--- src/rtl/pdr_pkg.sv ---
// pdr_pkg: shared types and constants for the damped repulsion particle core
// no dependencies
`default_nettype none
package pdr_pkg;
  localparam int unsigned W = 32;
  localparam logic signed [W-1:0] S32_MAX = 32'sh7fffffff;
  localparam logic signed [W-1:0] S32_MIN = 32'sh80000000;
  localparam logic [31:0] DEG_PER_RAD_Q24 = 32'd961263669;

  typedef enum logic [2:0] {
    REG_DAMPING = 3'd0, REG_ROT = 3'd1, REG_SPIN = 3'd2, REG_RADIUS = 3'd3, REG_SCALE = 3'd4
  } reg_idx_t;

  typedef enum logic [4:0] {
    OP_NONE, OP_LOAD, OP_DEG, OP_DIFF, OP_SQ1, OP_SQ2, OP_SQRT, OP_PCT, OP_TMUL,
    OP_XMUL, OP_XDIV, OP_YMUL, OP_YDIV, OP_DAMP, OP_FORCE, OP_VEL, OP_POS,
    OP_SPD1, OP_SPD2, OP_SPDSQ, OP_GAIN, OP_HMUL, OP_HEAD
  } op_t;

  typedef struct packed {
    op_t  op;
    logic start_unit;
    op_t  unit_op;
  } pdr_cmd_t;

  typedef struct packed {
    logic unit_busy;
    logic in_reach;
    logic len_ok;
  } pdr_stat_t;

  // word layouts on the in / out channels
  typedef struct packed {
    logic               cmd;
    logic signed [31:0] force_x;
    logic signed [31:0] force_y;
    logic signed [31:0] repel_x;
    logic signed [31:0] repel_y;
    logic               repel_on;
    logic signed [31:0] start_x;
    logic signed [31:0] start_y;
    logic signed [31:0] start_angle;
  } particle_in_t;

  typedef struct packed {
    logic signed [31:0] pos_x;
    logic signed [31:0] pos_y;
    logic signed [31:0] vel_x;
    logic signed [31:0] vel_y;
    logic signed [31:0] heading_deg;
  } particle_out_t;

  function automatic logic signed [W-1:0] sat32(input logic signed [65:0] v);
    if (v > 66'sd2147483647) return S32_MAX;
    if (v < -66'sd2147483648) return S32_MIN;
    return v[W-1:0];
  endfunction
endpackage
`default_nettype wire

--- src/rtl/pdr_ctrl.sv ---
// pdr_ctrl: sequencer stepping the datapath through load or frame ops
// depends on pdr_pkg
`default_nettype none
module pdr_ctrl import pdr_pkg::*; (
  input  wire logic      clk,
  input  wire logic      rst_n,
  input  wire logic      in_valid,
  input  wire logic      in_cmd,
  input  wire logic      rep_en,
  output logic           in_ready,
  output logic           out_valid,
  input  wire logic      out_ready,
  output pdr_cmd_t       cmd,
  input  wire pdr_stat_t stat
);
  typedef enum logic [1:0] {S_IDLE, S_RUN, S_WAIT, S_OUT} state_t;
  state_t state_r;
  op_t op_r;
  logic start_r, outv_r;

  assign in_ready = (state_r == S_IDLE) && rst_n;
  assign out_valid = outv_r;
  assign cmd = '{op: (state_r == S_RUN) ? op_r : OP_NONE, start_unit: start_r,
                 unit_op: op_r};

  always_ff @(posedge clk) begin
    if (!rst_n) begin
      state_r <= S_IDLE; op_r <= OP_NONE; start_r <= 1'b0; outv_r <= 1'b0;
    end else begin
      start_r <= 1'b0;
      case (state_r)
        S_IDLE: begin
          if (in_valid) begin
            state_r <= S_RUN;
            op_r <= in_cmd ? OP_LOAD : (rep_en ? OP_DIFF : OP_DAMP);
          end
        end
        S_RUN: begin
          case (op_r)
            OP_LOAD: op_r <= OP_DEG;
            OP_DEG: begin state_r <= S_OUT; outv_r <= 1'b1; end
            OP_DIFF: op_r <= stat.in_reach ? OP_SQ1 : OP_DAMP;
            OP_SQ1: op_r <= OP_SQ2;
            OP_SQ2: begin op_r <= OP_SQRT; start_r <= 1'b1; state_r <= S_WAIT; end
            OP_SQRT: begin
              if (stat.len_ok) begin
                op_r <= OP_PCT; start_r <= 1'b1; state_r <= S_WAIT;
              end else op_r <= OP_DAMP;
            end
            OP_PCT: op_r <= OP_TMUL;
            OP_TMUL: op_r <= OP_XMUL;
            OP_XMUL: begin op_r <= OP_XDIV; start_r <= 1'b1; state_r <= S_WAIT; end
            OP_XDIV: op_r <= OP_YMUL;
            OP_YMUL: begin op_r <= OP_YDIV; start_r <= 1'b1; state_r <= S_WAIT; end
            OP_YDIV: op_r <= OP_DAMP;
            OP_DAMP: op_r <= OP_FORCE;
            OP_FORCE: op_r <= OP_VEL;
            OP_VEL: op_r <= OP_POS;
            OP_POS: op_r <= OP_SPD1;
            OP_SPD1: op_r <= OP_SPD2;
            OP_SPD2: begin op_r <= OP_SPDSQ; start_r <= 1'b1; state_r <= S_WAIT; end
            OP_SPDSQ: op_r <= OP_GAIN;
            OP_GAIN: op_r <= OP_HMUL;
            OP_HMUL: op_r <= OP_HEAD;
            OP_HEAD: begin state_r <= S_OUT; outv_r <= 1'b1; end
            default: begin state_r <= S_OUT; outv_r <= 1'b1; end
          endcase
        end
        S_WAIT: begin
          if (!start_r && !stat.unit_busy) state_r <= S_RUN;
        end
        S_OUT: begin
          if (out_ready) begin state_r <= S_IDLE; outv_r <= 1'b0; end
        end
        default: state_r <= S_IDLE;
      endcase
    end
  end
endmodule
`default_nettype wire

--- config.mk ---
export PLATFORM = sky130hd
export DESIGN_NAME = pdr_ctrl
export DESIGN_NICKNAME = d
export VERILOG_FILES = /design/src/rtl/pdr_pkg.sv /design/src/rtl/pdr_ctrl.sv
export SDC_FILE = /design/constraint.sdc
export NUM_CORES = 1
export LEC_CHECK = 0
export ABC_AREA = 1
export BUFFER_PORTS_ARGS = -buffer_cell sky130_fd_sc_hd__buf_2
export CELL_PAD_IN_SITES_DETAIL_PLACEMENT = 2
export CELL_PAD_IN_SITES_GLOBAL_PLACEMENT = 2
export CORE_MARGIN = 3
export CORE_UTILIZATION = 27
export CTS_CLUSTER_SIZE = 14
export DETAILED_ROUTE_END_ITERATION = 8
export PLACE_DENSITY_LB_ADDON = 0.08
export REMOVE_ABC_BUFFERS = 1
export SKIP_CTS_REPAIR_TIMING = 1
export SLEW_MARGIN = 25
export SYNTH_ARGS = -nofsm -noshare
export SYNTH_HDL_FRONTEND = slang
export SYNTH_SLANG_ARGS = --single-unit
--- constraint.sdc ---
create_clock -name clk -period 2.49 [get_ports clk]
set_input_delay 0.249 -clock clk [delete_from_list [all_inputs] [get_ports clk]]
set_output_delay 0.249 -clock clk [all_outputs]
set_load 0.005 [all_outputs]
-- Yosys cells after proc, flatten, opt, wreduce, memory -nomap -nowiden
Index checks and enable logic that the tools add are counted.
- reduce and logical (&&, ||, !) cells: 14
- multiplexer cells: 19
- eq/ne operators: 30
- operators with widths (kind ; count):
    5-bit one-hot mux with 20 select lines ; 1
    5-bit by 4-bit == test with 1-bit output, second input constant ; 8
    5-bit == test, second input constant ; 6
    21-bit by 1-bit != test with 1-bit output, second input constant ; 1
    5-bit by 3-bit == test with 1-bit output, second input constant ; 4
    20-bit OR reduction ; 1
    4-bit 2-to-1 mux ; 4
    15-bit OR reduction ; 1
    5-bit 2-to-1 mux ; 2
    2-bit != test, second input constant ; 5
    5-bit one-hot mux with 2 select lines ; 1
    2-bit 2-to-1 mux ; 4
    2-bit one-hot mux with 4 select lines ; 1
    2-bit one-hot mux with 3 select lines ; 1
    3-bit AND reduction ; 2
    5-bit by 1-bit == test with 1-bit output, second input constant ; 1
    5-bit by 2-bit == test with 1-bit output, second input constant ; 1
    5-bit AND reduction ; 1
    2-bit == test, second input constant ; 2
    1-bit one-hot mux with 2 select lines ; 2
    2-bit nonzero test ; 2
    4-bit OR reduction ; 1
    1-bit 2-to-1 mux ; 3
    3-bit != test, second input constant ; 1
    other kinds (5) ; 7
- logic and storage cells: 67
- register bits: 9

-- Logic depth before layout (Yosys ltp)
- depth after elaboration: 4
- mapped depth: 11

-- Least setup slack after synthesis
Ideal clock, no wire load.
- path kind: reg2reg
- from: register op_r[2]
- to: register op_r[2]
- stages on the path, launching flop included: 10
- data required time: 2.376 ns
- slack: 1.125 ns
- arrival time: 1.252 ns
- path through: dfxtp_1 -> inv_2 -> nor2_4 -> nand3_1 -> nand3_2 -> nor2_1 -> nand2_2 -> nand3_1 -> a21oi_1 -> nor2_1
- longest elaborated chain between the ends: 3
- elaborated cells on any way between the ends: 24
- RTL lines (item ; line ; source):
    from (decl) ; pdr_ctrl.sv:18 ; op_t op_r;
    from (signal assigned) ; pdr_ctrl.sv:35 ; op_r <= in_cmd ? OP_LOAD : (rep_en ? OP_DIFF : OP_DAMP);
    from (signal assigned) ; pdr_ctrl.sv:42 ; OP_DIFF: op_r <= stat.in_reach ? OP_SQ1 : OP_DAMP;
    5-bit == test, or another cell as far along ; pdr_ctrl.sv:39 ; case (op_r)
    5-bit one-hot mux with 20 select lines / 21-bit by 1-bit != test with 1-bit output (equally long branches) ; -- ;
    5-bit one-hot mux with 2 select lines / 3-bit AND reduction (equally long branches) ; -- ;
Several ways; a longest one is shown, not always the timed one.
A chain may end at the register's enable or synchronous reset.

-- Worst setup path in the final report
- from: register op_r[4]
- to: register op_r[4]
Same word-level chain as after synthesis.

==> implementation parameters <==
Parameter                              Value

Final layout
  Register cell area after layout ... 180.2 um^2
  Net count, final ... 195
  Cell Count, Final, Fillers Out ... 229
  Highest-count cells in the layout ignoring fill and taps ... sky130_fd_sc_hd__nand2_1, sky130_fd_sc_hd__nor2_1, sky130_fd_sc_hd__nand3_1, sky130_fd_sc_hd__buf_2, sky130_fd_sc_hd__inv_1
  Fill cells ... 438
  Share of final-layout standard cells stronger than drive strength 1 ... 0.1892
  Area Growth Syn to Fin ... 17.92%
  Final design area excluding fillers ... 1062 um^2
  Multi-input gate area ... 631.9 um^2
  Number of inserted diodes ... 0
  Most common cell after layout, fill and taps aside ... sky130_fd_sc_hd__nand2_1
  Final cell utilization of the core ... 0.3396

STA
  Final setup fails ... 0
  Final critical-path required period ... 1.927 ns
  Fin. max-slew vios ... 0
  Max-slew headroom at the worst pin ... 0.6989
  Final period utilization ... 0.7739
  Final hold vios ... 0
  Final worst hold slack ... 0.2952 ns
  Unrepaired setup endpoints after global routing ... no
  Final TNS setup ... 0 ns
  Least-Margin Pin Slew ... 0.4482 ns
  Final WS setup ... 0.5629 ns
  Maximum operating frequency ... 518.9 MHz
  Final Skew ... 0.004891 ns

Status
  Outcome ... finished clean

Die
  Initial Util ... 0.2880
  Placeable core area ... 3128 um^2
  Y dimension of the die ... 63.76 um
  DIE WIDTH ... 63.76 um
  I/O pin cnt ... 22
  Die outline area ... 4065 um^2
  Site Rows ... 20

Place
  Number of instances in the placed design ... 225
  Placed wire-length estimate after detailed placement ... 3085 um
  Total cell area at the placement stage ... 1036 um^2
  Global placement routability congestion ... 0.9349
  Port Buffers ... 21
  Setup Slack @ Placement ... 0.6089 ns

Critical path
  Data arrival time of the critical path ... 2.13 ns
  Crit Reg-Reg Startpoint ... op_r[4]
  Largest fanout of any net on the critical path ... 13
  Required time worst endpoint ... 2.69 ns
  Setup crit start kind ... flop
  Nature of the critical path endpoint ... flop
  Type of the worst setup path ... flop to flop
  Worst setup startpoint ... op_r[4]

Drt
  Vias per inst ... 5.118
  Number of iterations in the first detailed-routing pass ... 4
  Post-route DRC violation count ... 0
  Detailed Route WL ... 3746 um
  Remaining antenna violation count ... 0
  DR iter-0 viols ... 42
  Vias after detailed routing ... 1,172
  Average detailed-routed wire length per instance ... 16.36 um

CTS
  CTS tree ... built
  Maximum level of the CTS H-tree ... 1
  Master cell of the clock root buffer ... sky130_fd_sc_hd__clkbuf_4
  Worst-Skew Late Latency ... 0.27 ns
  Inserted Clock Buffers ... 3
  Number of clock sinks ... 9
  Maximum clock path buffer count ... 2
  Reg clk slew, reported paths ... 0.06 ns

Job
  Max-capacitance violation count ... 0

Power
  Power Dens Cells ... 929.3 nW/um^2
  Worst ir drop on vdd ... 0.0004451 V
  P_leak ... 0.6054 nW
  PnR Total Power ... 0.9872 mW

Yosys
  Part of the Yosys area used for sequential elements ... 0.2000
  Ys Warns ... 0
  Area of the mapped netlist ... 900.9 um^2
  Mean instance size in the synthesized netlist ... 5.493 um^2
  Synthesized instance count ... 164
  Total of flip-flops plus latches after synthesis ... 9
  Number of distinct library cell variants in the gate-level netlist after synthesis ... 23

Worst hold path
  Worst hold path startpoint ... rst_n
  Hold WC Path Type ... input pin to flop

Global route
  Global-route wire length before repair ... 6486 um
  Vias in the first global route ... 1,280
  Antenna violations before repair ... 0
  Total routing resource utilization after global routing ... 0.2041
  Pin count of the biggest net entering global routing ... 14
  GRT overflow ... 0
[power breakdown]
group          internal, mW  switching [mW]  total [mW]
logic                 0.194           0.421       0.615
clock network        0.0622          0.0607       0.123
registers             0.183          0.0661       0.249
total                 0.439           0.548       0.987
[critical path, cell delays in order, from the launching register on]
cell	delay, ns
sky130_fd_sc_hd__dfxtp_1	0.60
sky130_fd_sc_hd__inv_1	0.28
sky130_fd_sc_hd__nand3_1	0.20
sky130_fd_sc_hd__nand3_1	0.17
sky130_fd_sc_hd__nor2_1	0.16
sky130_fd_sc_hd__nand2_2	0.10
sky130_fd_sc_hd__nand2_4	0.12
sky130_fd_sc_hd__nand2_1	0.06
sky130_fd_sc_hd__a21oi_1	0.15
[final cells by class]
cell class	count	area share
tap	44	0.05183
multi-input combinational	134	0.5948
sequential	9	0.1696
timing repair buffer	21	0.09894
inverter	17	0.06007
clock buffer	4	0.02473
[per-layer routing]
metal,up-vias,global-route usage,wire (um)
met5,-,0,0
met4,0,0.02426,22
met3,4,0.04921,194
met2,30,0.3494,1755
met1,556,0.2664,1773
li1,582,-,-
[state kept, by name, indices dropped and copies added, names as in the netlist]
name       count
start_r        1
out_valid      1
op_r           5
state_r        2
[cells by family (layout without fill, tap and decap cells)]
group | after synthesis | count (layout) | share of synthesized area
AO/OA/AOI/OAI | 13 | 13 | 0.08333
buffers and inverters | 21 | 42 | 0.09861
AND/OR/NAND/NOR | 121 | 121 | 0.6181
flip-flops | 9 | 9 | 0.2000
[final timing paths]
| check | end | slack (ns) | cells past startpoint |
|---|---|---|---|
| worst min register to register | out_valid | 0.48 | 2 |
| worst min-delay path | op_r[1] | 0.30 | 3 |
| worst max register to register | op_r[4] | 0.56 | 8 |
| worst max-delay path | op_r[4] | 0.56 | 8 |
[cell usage after synthesis]
library cell | instances | area [um^2]
sky130_fd_sc_hd__nand3_1 | 29 | 145.1
sky130_fd_sc_hd__nor3_1 | 4 | 20.02
sky130_fd_sc_hd__inv_1 | 14 | 52.55
sky130_fd_sc_hd__nor2_1 | 32 | 120.1
sky130_fd_sc_hd__dfxtp_1 | 9 | 180.2
sky130_fd_sc_hd__nand4_1 | 6 | 37.54
sky130_fd_sc_hd__a21oi_1 | 6 | 30.03
sky130_fd_sc_hd__o311ai_0 | 1 | 8.760
sky130_fd_sc_hd__buf_4 | 2 | 15.01
sky130_fd_sc_hd__or2_1 | 1 | 6.260
sky130_fd_sc_hd__nor3b_1 | 2 | 15.01
sky130_fd_sc_hd__nor2_4 | 1 | 11.26
sky130_fd_sc_hd__nand2_4 | 1 | 11.26
sky130_fd_sc_hd__nand2_2 | 2 | 12.51
sky130_fd_sc_hd__o211ai_1 | 2 | 15.01
sky130_fd_sc_hd__a31oi_1 | 1 | 6.260
sky130_fd_sc_hd__nand2_1 | 38 | 142.6
sky130_fd_sc_hd__nand3_2 | 1 | 10.01
sky130_fd_sc_hd__o21ai_0 | 3 | 15.01
sky130_fd_sc_hd__and2_1 | 1 | 6.260
sky130_fd_sc_hd__nor2_2 | 3 | 18.77
sky130_fd_sc_hd__buf_2 | 2 | 10.01
sky130_fd_sc_hd__inv_2 | 3 | 11.26
Power figures use the tool's default switching activity.
